==> src/sv/chbd_pkg.sv <==
`default_nettype none

package chbd_pkg;

    // Datapath widths of the decoder.
    localparam int SIZE_WIDTH      = 32;
    localparam int TOTAL_WIDTH     = 48;
    localparam int MAX_SIZE_W      = 32;
    localparam int OUT_TOTAL_W     = 48;
    localparam int CMP_W           = (SIZE_WIDTH > MAX_SIZE_W) ? SIZE_WIDTH : MAX_SIZE_W;
    localparam int DIGIT_W         = 4;

    // Characters that the framing looks for.
    localparam logic [7:0] CH_CR    = 8'h0D;
    localparam logic [7:0] CH_LF    = 8'h0A;
    localparam logic [7:0] CH_SEMI  = 8'h3B;
    localparam logic [7:0] CH_SPACE = 8'h20;
    localparam logic [7:0] CH_UP_A  = 8'h41;
    localparam logic [7:0] CH_UP_Z  = 8'h5A;
    localparam logic [7:0] CASE_BIT = 8'h20;

    // Reset value of the largest accepted chunk size.
    localparam logic [MAX_SIZE_W-1:0] MAX_SIZE_RESET = 32'h0100_0000;

    // Parser phase.
    typedef enum logic [2:0] {
        PH_SIZE    = 3'd0,
        PH_EXT     = 3'd1,
        PH_DATA    = 3'd2,
        PH_DATA_CR = 3'd3,
        PH_DATA_LF = 3'd4,
        PH_TRAILER = 3'd5,
        PH_DONE    = 3'd6,
        PH_ERROR   = 3'd7
    } t_phase;

    // What an output byte is.
    typedef enum logic [1:0] {
        KIND_FRAMING = 2'd0,
        KIND_PAYLOAD = 2'd1,
        KIND_TRAILER = 2'd2,
        KIND_IGNORED = 2'd3
    } t_kind;

    // Body status after a byte.
    typedef enum logic [1:0] {
        ST_MORE    = 2'd0,
        ST_DONE    = 2'd1,
        ST_INVALID = 2'd2
    } t_status;

    // Size line flags.
    typedef struct packed {
        logic cr;
        logic over;
        logic space;
        logic digit;
    } t_size_flags;

    // One result item handed from the parser to the output stage.
    typedef struct packed {
        t_kind                  kind;
        logic [7:0]             out_byte;
        t_status                status;
        logic [OUT_TOTAL_W-1:0] total;
    } t_result;

endpackage

`default_nettype wire

==> src/sv/http_chunked_body_decoder_unit.sv <==
`default_nettype none

// Chunked HTTP body decoder. One body byte enters per transfer on the slave
// stream and exactly one result leaves on the master stream for it, in order.
// A byte is taken every clock cycle: the parser updates its state with short
// logic in the cycle of the transfer and the result lands in an output
// register backed by a one-entry skid register, so the input keeps flowing
// while the output is stalled and stops only when both are full. Set tuser
// bit 0 on the first byte of a new body to clear the parser. The maximum
// chunk size register (reset 16777216) may be written only while no byte is
// in flight.
module http_chunked_body_decoder_unit (
    input  wire logic                            i_clk,
    input  wire logic                            i_rst_n,
    // Configuration: largest accepted chunk size.
    input  wire logic                            i_cfg_wr_en,
    input  wire logic [chbd_pkg::MAX_SIZE_W-1:0] i_cfg_wr_data,
    // Input stream.
    input  wire logic                            s_axis_tvalid,
    output logic                                 s_axis_tready,
    input  wire logic [7:0]                      s_axis_tdata,  // [7:0] in_byte
    input  wire logic [0:0]                      s_axis_tuser,  // [0] restart
    // Output stream.
    output logic                                 m_axis_tvalid,
    input  wire logic                            m_axis_tready,
    // [7:0] out_byte, [9:8] body_status, [57:10] payload_total, [63:58] zero
    output logic [63:0]                          m_axis_tdata,
    output logic [1:0]                           m_axis_tuser   // [1:0] byte_kind
);
    import chbd_pkg::*;

    logic [MAX_SIZE_W-1:0] r_max_size;
    logic                  in_xfer;
    logic                  out_xfer;
    t_result               result;
    t_result               r_main, r_skid;
    logic                  r_main_valid, r_skid_valid;

    assign s_axis_tready = !r_skid_valid;
    assign in_xfer       = s_axis_tvalid && s_axis_tready;
    assign out_xfer      = r_main_valid && m_axis_tready;

    // Configuration register.
    always_ff @(posedge i_clk) begin
        if (!i_rst_n) begin
            r_max_size <= MAX_SIZE_RESET;
        end else if (i_cfg_wr_en) begin
            r_max_size <= i_cfg_wr_data;
        end
    end

    chbd_parser u_parser (
        .i_clk      (i_clk),
        .i_rst_n    (i_rst_n),
        .i_accept   (in_xfer),
        .i_byte     (s_axis_tdata),
        .i_restart  (s_axis_tuser[0]),
        .i_max_size (r_max_size),
        .o_result   (result)
    );

    // Output register with skid entry.
    always_ff @(posedge i_clk) begin
        if (!i_rst_n) begin
            r_main_valid <= 1'b0;
            r_skid_valid <= 1'b0;
        end else if (out_xfer) begin
            if (r_skid_valid) begin
                r_skid_valid <= 1'b0;
            end else begin
                r_main_valid <= in_xfer;
            end
        end else if (in_xfer) begin
            if (r_main_valid) begin
                r_skid_valid <= 1'b1;
            end else begin
                r_main_valid <= 1'b1;
            end
        end
    end

    // Payload of the two entries.
    always_ff @(posedge i_clk) begin
        if (out_xfer) begin
            r_main <= r_skid_valid ? r_skid : result;
        end else if (in_xfer) begin
            if (r_main_valid) begin
                r_skid <= result;
            end else begin
                r_main <= result;
            end
        end
    end

    assign m_axis_tvalid = r_main_valid;
    assign m_axis_tuser  = r_main.kind;
    assign m_axis_tdata  = {6'b0, r_main.total, r_main.status, r_main.out_byte};

endmodule

`default_nettype wire

==> src/sv/chbd_parser.sv <==
`default_nettype none

module chbd_parser (
    input  wire logic                          i_clk,
    input  wire logic                          i_rst_n,
    input  wire logic                          i_accept,
    input  wire logic [7:0]                    i_byte,
    input  wire logic                          i_restart,
    input  wire logic [chbd_pkg::MAX_SIZE_W-1:0] i_max_size,
    output chbd_pkg::t_result                  o_result
);
    import chbd_pkg::*;

    // Parser state.
    t_phase                 r_phase, n_phase;
    logic [SIZE_WIDTH-1:0]  r_accum, n_accum;
    t_size_flags            r_flags, n_flags;
    logic [SIZE_WIDTH-1:0]  r_left, n_left;
    logic [TOTAL_WIDTH-1:0] r_total, n_total;
    logic                   r_tcr, n_tcr;

    // State as seen by this byte, after an optional restart.
    t_phase                 e_phase;
    logic [SIZE_WIDTH-1:0]  e_accum;
    t_size_flags            e_flags;
    logic [SIZE_WIDTH-1:0]  e_left;
    logic [TOTAL_WIDTH-1:0] e_total;
    logic                   e_tcr;

    logic                   hex_ok;
    logic [DIGIT_W-1:0]     hex_val;
    logic                   top_nibble_used;
    logic                   size_bad;
    logic [SIZE_WIDTH-1:0]  left_dec;
    t_kind                  kind;
    logic [7:0]             obyte;
    t_status                status;

    assign e_phase = i_restart ? PH_SIZE : r_phase;
    assign e_accum = i_restart ? '0 : r_accum;
    assign e_flags = i_restart ? '0 : r_flags;
    assign e_left  = i_restart ? '0 : r_left;
    assign e_total = i_restart ? '0 : r_total;
    assign e_tcr   = i_restart ? 1'b0 : r_tcr;

    // Hex digit decode of the incoming byte.
    always_comb begin
        hex_ok  = 1'b1;
        hex_val = '0;
        if (i_byte >= 8'h30 && i_byte <= 8'h39) begin
            hex_val = DIGIT_W'(i_byte - 8'h30);
        end else if (i_byte >= 8'h61 && i_byte <= 8'h66) begin
            hex_val = DIGIT_W'(i_byte - 8'h57);
        end else if (i_byte >= 8'h41 && i_byte <= 8'h46) begin
            hex_val = DIGIT_W'(i_byte - 8'h37);
        end else begin
            hex_ok = 1'b0;
        end
    end

    // A size line is rejected at its LF if empty, spaced, too large or over the limit.
    assign top_nibble_used = |e_accum[SIZE_WIDTH-1 -: DIGIT_W];
    assign size_bad = !e_flags.digit || e_flags.space || e_flags.over ||
                      (CMP_W'(e_accum) > CMP_W'(i_max_size));
    assign left_dec = e_left - SIZE_WIDTH'(1);

    // Next phase.
    always_comb begin
        n_phase = e_phase;
        case (e_phase)
            PH_SIZE, PH_EXT: begin
                if (e_flags.cr) begin
                    if (i_byte != CH_LF || size_bad) begin
                        n_phase = PH_ERROR;
                    end else if (e_accum == '0) begin
                        n_phase = PH_TRAILER;
                    end else begin
                        n_phase = PH_DATA;
                    end
                end else if (i_byte == CH_CR || e_phase == PH_EXT) begin
                    n_phase = e_phase;
                end else if (i_byte == CH_SEMI) begin
                    n_phase = PH_EXT;
                end else if (i_byte != CH_SPACE && !hex_ok) begin
                    n_phase = PH_ERROR;
                end
            end
            PH_DATA: begin
                if (left_dec == '0) begin
                    n_phase = PH_DATA_CR;
                end
            end
            PH_DATA_CR: begin
                n_phase = (i_byte == CH_CR) ? PH_DATA_LF : PH_ERROR;
            end
            PH_DATA_LF: begin
                n_phase = (i_byte == CH_LF) ? PH_SIZE : PH_ERROR;
            end
            PH_TRAILER: begin
                if (i_byte == CH_LF && e_tcr) begin
                    n_phase = PH_DONE;
                end
            end
            default: begin
                n_phase = e_phase;
            end
        endcase
    end

    // Datapath updates and the result for this byte.
    always_comb begin
        n_accum = e_accum;
        n_flags = e_flags;
        n_left  = e_left;
        n_total = e_total;
        n_tcr   = e_tcr;
        kind    = KIND_FRAMING;
        obyte   = '0;
        case (e_phase)
            PH_SIZE, PH_EXT: begin
                if (e_flags.cr) begin
                    if (i_byte == CH_LF && !size_bad) begin
                        n_left  = e_accum;
                        n_accum = '0;
                        n_flags = '0;
                    end
                end else if (i_byte == CH_CR) begin
                    n_flags.cr = 1'b1;
                end else if (e_phase == PH_SIZE && i_byte == CH_SPACE) begin
                    n_flags.space = 1'b1;
                end else if (e_phase == PH_SIZE && i_byte != CH_SEMI && hex_ok) begin
                    n_flags.digit = 1'b1;
                    if (top_nibble_used) begin
                        n_flags.over = 1'b1;
                    end else begin
                        n_accum = {e_accum[SIZE_WIDTH-DIGIT_W-1:0], hex_val};
                    end
                end
            end
            PH_DATA: begin
                kind   = KIND_PAYLOAD;
                obyte  = i_byte;
                n_left = left_dec;
                if (e_total != '1) begin
                    n_total = e_total + TOTAL_WIDTH'(1);
                end
            end
            PH_DATA_CR, PH_DATA_LF: begin
                kind = KIND_FRAMING;
            end
            PH_TRAILER: begin
                if (i_byte == CH_CR) begin
                    n_tcr = 1'b1;
                end else if (i_byte == CH_LF) begin
                    n_tcr = 1'b0;
                end else begin
                    n_tcr = 1'b0;
                    kind  = KIND_TRAILER;
                    obyte = (i_byte >= CH_UP_A && i_byte <= CH_UP_Z) ?
                            (i_byte | CASE_BIT) : i_byte;
                end
            end
            default: begin
                kind = KIND_IGNORED;
            end
        endcase
    end

    // Body status follows the phase after this byte.
    always_comb begin
        case (n_phase)
            PH_DONE:  status = ST_DONE;
            PH_ERROR: status = ST_INVALID;
            default:  status = ST_MORE;
        endcase
    end

    assign o_result.kind     = kind;
    assign o_result.out_byte = obyte;
    assign o_result.status   = status;
    assign o_result.total    = OUT_TOTAL_W'(n_total);

    // Control state, updated on each input transfer.
    always_ff @(posedge i_clk) begin
        if (!i_rst_n) begin
            r_phase <= PH_SIZE;
            r_flags <= '0;
            r_tcr   <= 1'b0;
            r_accum <= '0;
            r_left  <= '0;
            r_total <= '0;
        end else if (i_accept) begin
            r_phase <= n_phase;
            r_flags <= n_flags;
            r_tcr   <= n_tcr;
            r_accum <= n_accum;
            r_left  <= n_left;
            r_total <= n_total;
        end
    end

endmodule

`default_nettype wire

==> config.mk <==
export PLATFORM = sky130hd
export DESIGN_NAME = http_chunked_body_decoder_unit
export DESIGN_NICKNAME = d
export VERILOG_FILES = /design/src/sv/chbd_pkg.sv /design/src/sv/http_chunked_body_decoder_unit.sv /design/src/sv/chbd_parser.sv
export SDC_FILE = /design/constraint.sdc
export NUM_CORES = 1
export LEC_CHECK = 0
export ABC_AREA = 1
export BUFFER_PORTS_ARGS = -buffer_cell sky130_fd_sc_hd__buf_2
export CAP_MARGIN = 15
export CELL_PAD_IN_SITES_DETAIL_PLACEMENT = 1
export CELL_PAD_IN_SITES_GLOBAL_PLACEMENT = 2
export CORE_MARGIN = 2
export CORE_UTILIZATION = 33
export CTS_BUF_LIST = sky130_fd_sc_hd__clkbuf_4
export DETAILED_ROUTE_END_ITERATION = 12
export PLACE_DENSITY = 0.91
export RECOVER_POWER = 25
export SLEW_MARGIN = 40
export SYNTH_ARGS = -nofsm -noshare
export SYNTH_HDL_FRONTEND = slang
export SYNTH_SLANG_ARGS = --single-unit
==> constraint.sdc <==
create_clock -name i_clk -period 5.43 [get_ports i_clk]
set_input_delay 0.543 -clock i_clk [delete_from_list [all_inputs] [get_ports i_clk]]
set_output_delay 0.543 -clock i_clk [all_outputs]
set_load 0.005 [all_outputs]
==> Word level (Yosys, flattened, before mapping) <==
Index checks and enable logic that the tools add are counted.
{ "totals": {"register_bits": 274, "latchBits": 0, "ramBits": 0, "rom_bits": 0, "input_bits": 46, "word_cells": 147, "mem_count": 0} }
{ "classes": {"n_addsub": 5, "n_mul": 0, "div_mod_pow": 0, "magnitude_cmp": 8, "eq_ne": 17, "shifts": 0, "muxes": 62, "n_bitwise": 2, "n_reduce_logical": 33} }
{ "ops": {"columns": ["operator", "n"], "rows": [
  ["$mux W32", 11],
  ["$mux W60", 4],
  ["$mux W48", 3],
  ["$logic_not A32 Y1", 2],
  ["$pmux W32 S2", 1],
  ["$add A48 B1 Y48 const B", 1],
  ["$ne A48 B48 Y1 const B", 1],
  ["$mux W3", 11],
  ["$gt A32 B32 Y1", 1],
  ["$sub A32 B1 Y32 const B", 1],
  ["$mux W4", 7],
  ["$le A8 B7 Y1 const B", 3],
  ["$eq A8 B4 Y1 const B", 2],
  ["$eq A8 B6 Y1 const B", 2],
  ["$ge A8 B7 Y1 const B", 2],
  ["$mux W8", 2],
  ["$ne A8 B6 Y1 const B", 2],
  ["$pmux W8 S2", 1],
  ["$mux W1", 15],
  ["$pmux W3 S5", 1],
  ["$eq A3 B3 Y1 const B", 4],
  ["$logic_and A1 B1 Y1", 12],
  ["$ge A8 B6 Y1 const B", 1],
  ["$le A8 B6 Y1 const B", 1],
  ["19 further kinds", 36]
]} }

==> Logic depth before layout (Yosys ltp) <==
{ "depth": {"depth_word": 17, "ltp_mapped": 28} }

==> Cells and area by module <==
A second synthesis with hierarchy kept.
{ "unflattened": {"hier_cells": 2469, "area_unflattened_um2": 17205.3} }
{ "by_module_without_submodules": {"columns": ["module", "n_inst", "cells_each", "area_per_inst_um2", "seq_area_each_um2"], "rows": [
  ["chbd_parser", 1, 1989, 11413.4, 2402.3],
  ["http_chunked_body_decoder_unit", 1, 480, 5791.8, 4284.1]
]} }

==> Worst setup path after synthesis <==
OpenSTA, ideal clock, no wires.
{ "synth_timing": {"kind": "input-to-reg", "startpoint": "in s_axis_tvalid", "endpoint": "reg r_main (netlist bit m_axis_tdata[0]), enable pin", "setup_ns": 0.561, "t_arrival_ns": 5.193, "t_required_ns": 4.869, "slack_ns": -0.324, "stages": 4, "path_buffers": 2, "cell_sequence": "nand2_1 clkbuf_1 buf_2 o21ai_0"} }
{ "synth_between": {"elab_chain_cells": 3} }
{ "synth_rtl": {"columns": ["element", "line_no", "source"], "rows": [
  ["from (decl)", "http_chunked_body_decoder_unit.sv:19", "input wire logic s_axis_tvalid,"],
  ["$logic_and A1 B1 Y1", "http_chunked_body_decoder_unit.sv:40", "assign in_xfer = s_axis_tvalid && s_axis_tready;"],
  ["$reduce_bool A2 Y1 (no source line)", null, null],
  ["$reduce_and A2 Y1 (no source line)", null, null],
  ["to (signal assigned)", "http_chunked_body_decoder_unit.sv:85", "r_main <= r_skid_valid ? r_skid : result;"],
  ["to (signal assigned)", "http_chunked_body_decoder_unit.sv:90", "r_main <= result;"],
  ["to (decl)", "http_chunked_body_decoder_unit.sv:36", "t_result r_main, r_skid;"]
]} }
Every way passes these cells.
A chain may end at the register's enable or synchronous reset.

==> Final worst setup path <==
{ "layout_timing": {"startpoint": "reg r_skid_valid", "endpoint": "reg r_skid[47] (netlist name), enable pin"} }
{ "layout_between": {"elab_chain_cells": 3} }
{ "layout_rtl": {"columns": ["element", "line_no", "source"], "rows": [
  ["from (decl)", "http_chunked_body_decoder_unit.sv:37", "logic r_main_valid, r_skid_valid;"],
  ["from (signal assigned)", "http_chunked_body_decoder_unit.sv:66", "r_skid_valid <= 1'b0;"],
  ["from (signal assigned)", "http_chunked_body_decoder_unit.sv:69", "r_skid_valid <= 1'b0;"],
  ["from (signal assigned)", "http_chunked_body_decoder_unit.sv:75", "r_skid_valid <= 1'b1;"],
  ["$logic_not A1 Y1", "http_chunked_body_decoder_unit.sv:39", "assign s_axis_tready = !r_skid_valid;"],
  ["$logic_and A1 B1 Y1", "http_chunked_body_decoder_unit.sv:40", null],
  ["$reduce_and A3 Y1 (no source line)", null, null],
  ["to (signal assigned)", "http_chunked_body_decoder_unit.sv:88", "r_skid <= result;"],
  ["to (decl)", "http_chunked_body_decoder_unit.sv:36", null]
]} }
Every way passes these cells.

==> flow_metrics.env <==
export IMPL_areaGrowthSynthToFinish_pct=13.8
export IMPL_startpoint_type="flip-flop"
export IMPL_final_area_sq_um=19800
export IMPL_die_h_um=234
export IMPL_grt_pass1_wl_um=96900
export IMPL_path_class="reg -> reg"
export IMPL_rows=84
export IMPL_synth_ff_type="dfxtp_1"
export IMPL_p_per_area_nw_per_um2=284
export IMPL_synth_area_sq_um=17400
export IMPL_finalHoldViolCount=0
export IMPL_grtUsageMet2=0.386
export IMPL_rr_startpoint="r_skid_valid$_SDFFE_PP0P_"
export IMPL_mostFrequentLayoutCells="nand2_1, inv_1, nor2_1"
export IMPL_violations="capacitance limit, slew limit"
export IMPL_worstPathArrival_ns=4.16
export IMPL_outcome="finished, violations left"
export IMPL_htree_levels=3
export IMPL_die_area_sq_um=54500
export IMPL_startpoint="r_skid_valid$_SDFFE_PP0P_"
export IMPL_cp_max_fo=78
export IMPL_end_kind="flip-flop"
export IMPL_coreArea_sq_um=52300
export IMPL_post_route_period_util=0.692
export IMPL_tightest_slew_ns=2.15
export IMPL_synthMuxAreaShare=0.00748
export IMPL_grt_max_degree=88
export IMPL_tns_ns=0
export IMPL_grt_overflow_total=0
export IMPL_mostFrequentLayoutCell="nand2_1"
export IMPL_drive_gt1_frac=0.112
export IMPL_placed_area_sq_um=18400
export IMPL_utilization=0.378
export IMPL_die_w_um=234
export IMPL_slew_headroom=-0.451
export IMPL_avgSynthCellArea_sq_um=7.00
export IMPL_numPortBuffers=107
export IMPL_track_usage=0.222
export IMPL_timing_fmax_mhz=266
export IMPL_busiest_layer="met2"
export IMPL_yosysUniqueCellTypes=62
export IMPL_internal_power_mw=3.81
export IMPL_synth_edf_count=120
export IMPL_tritoncts="yes"
export IMPL_dpl_hpwl_um=42600
export IMPL_yosysSeqAreaShare=0.385
export IMPL_numCtsBuffers=83
export IMPL_wire_per_inst_um=17.9
export IMPL_synthAdderAreaFrac=0.0281
export IMPL_period_needed_ns=3.76
export IMPL_min_delay_start="s_axis_tvalid"
export IMPL_maxCapViolations=3
export IMPL_antenna_found_initial=2
export IMPL_drtPass1Iterations=5
export IMPL_grtUsageMet1=0.282
export IMPL_yosys_area_share_simple=0.270
export IMPL_antenna_left=0
export IMPL_finalSetupViolCount=0
export IMPL_ys_warn_count=0
export IMPL_drv_slew=85
export IMPL_grt_pass1_vias=18100
export IMPL_clock_power_share=0.379
export IMPL_initial_core_util=0.332
export IMPL_p_leak_nw=9.29
export IMPL_gp_congestion=0.905
export IMPL_synth_top_family_by_area="simple AND/OR/NAND/NOR gates"
export IMPL_synth_xor_area_frac=0.0252
export IMPL_pwr_share_comb=0.195
export IMPL_min_path_type="in -> reg"
export IMPL_vias_per_cell=5.18
export IMPL_numClockSinks=274
export IMPL_cp_required_ns=5.83
export IMPL_clockRootBuffer="clkbuf_4"
export IMPL_finalWirelength_um=60400
export IMPL_synth_compound_area_frac=0.171
export IMPL_postCtsResizedCells=0
export IMPL_clk_pin_slew_worst_paths_ns=0.06
export IMPL_cts_buffer_depth=3
export IMPL_layout_nets=2698
export IMPL_synthArstFlopShare=0
export IMPL_ir_worst_vdd_mv=0.137
export IMPL_drt_iter0_drc=1017
export IMPL_syn_inst=2483
export IMPL_power_switching_mw=1.80
export IMPL_power_mw=5.61
export IMPL_seqPwrFrac=0.426
export IMPL_skew_ns=0.0667
export IMPL_whs_ns=0.0669
export IMPL_ios=114
export IMPL_grt_use_met3=0.0299
export IMPL_rsz0062_at_grt="false"
export IMPL_drcViolationCount=0
export IMPL_clock_latency_ns=0.83
export IMPL_ys_ff_latch=274
export IMPL_route_vias_total=17500
export IMPL_swShare=0.321
[layout make-up]
cell class / count / area, sq um
fill: 6762 / 32600
clock buffer: 128 / 961
clock inverter: 21 / 134
timing repair buffer: 164 / 1020
multi-input combinational: 1732 / 8760
inverter: 358 / 1350
sequential: 274 / 6690
tap: 688 / 861
antenna: 4 / 10.0
[repair_timing]
item / in CTS / in global routing
endpoints found under the hold margin: 31 / 0
hold buffers: 34 / 0
setup buffers: 0 / 0
setup endpoints to repair: 0 / 0
[cells by family after synthesis]
family,Yosys count
and+or+nand+nor,1082
AOI/OAI and AO/OA,542
buffers and inverters,482
DFF,274
xor gates and xnor gates,50
adders and majority gates,39
muxes,13
other,1
[state kept, by name (all words and copies together) (netlist names)]
signal,count
m_axis_tdata,58
m_axis_tuser,2
m_axis_tvalid,1
r_max_size,32
r_skid,60
r_skid_valid,1
u_parser.r_accum,32
u_parser.r_flags,4
u_parser.r_left,32
u_parser.r_phase,3
u_parser.r_tcr,1
u_parser.r_total,48
[power groups by stage]
| stage | registers [mW] | logic (mW) | clock network [mW] |
|---|---|---|---|
| floorplan | 2.42 | 0.750 | 0 |
| global placement | 2.43 | 1.03 | 0 |
| detailed placement | 2.43 | 1.08 | 0 |
| CTS | 2.39 | 1.10 | 2.20 |
| global route | 2.40 | 1.24 | 2.32 |
| finish | 2.39 | 1.09 | 2.13 |
[critical path, stage by stage, from the launching register on]
cell	delay, ns
dfxtp_1	0.32
inv_1	0.20
nand2_8	0.34
nor2_1	1.73
buf_4	0.71
[per-layer routing]
metal | part of all wire | vias up
met3 | 0.045 | 97
met4 | 0.024 | 0
met2 | 0.49 | 385
li1 | - | 8500
met1 | 0.44 | 8471
met5 | 0 | -
[synth_stat cells (all sizes together), types with 2 or more instances]
cell,instances,area [sq um]
clkinv,4,15.0
o21ai,271,1390
xor2,37,324
ha,39,488
o21a,2,15.0
xnor2,13,114
or3,2,12.5
nor3b,2,15.0
a41oi,8,70.1
o221ai,4,35.0
inv,354,1330
nor2,243,1050
a211oi,3,22.5
mux2i,13,130
clkbuf,74,278
nor4,12,96.3
a21oi,184,925
or2,2,12.5
nor3,36,211
a221oi,3,26.3
nand2,603,2310
nand4,42,263
o211ai,37,278
a31oi,19,119
nand3,136,691
edfxtp,120,3600
dfxtp,154,3080
o22ai,2,12.5
buf,50,352
[path summary, 6_finish.rpt]
kind | cells after the start | slack (ns) | to
min | 3 | 0.07 | r_skid_valid$_SDFFE_PP0P_
min reg2reg | 2 | 0.47 | r_max_size[20]$_SDFFE_PN0P_
max | 4 | 1.67 | r_skid[47]$_DFFE_PP_
max reg2reg | 4 | 1.67 | r_skid[47]$_DFFE_PP_
[stage by stage]
stage / std cells / setup WS [ns]
final: 3369 / 1.67
after global placement: 3179 / 0.866
after detailed placement: 3181 / 1.15
after floorplan: 2488 / 1.30
after CTS: 3364 / 1.75
after global routing: 3368 / 1.35
(Power assumes the default switching activity.)
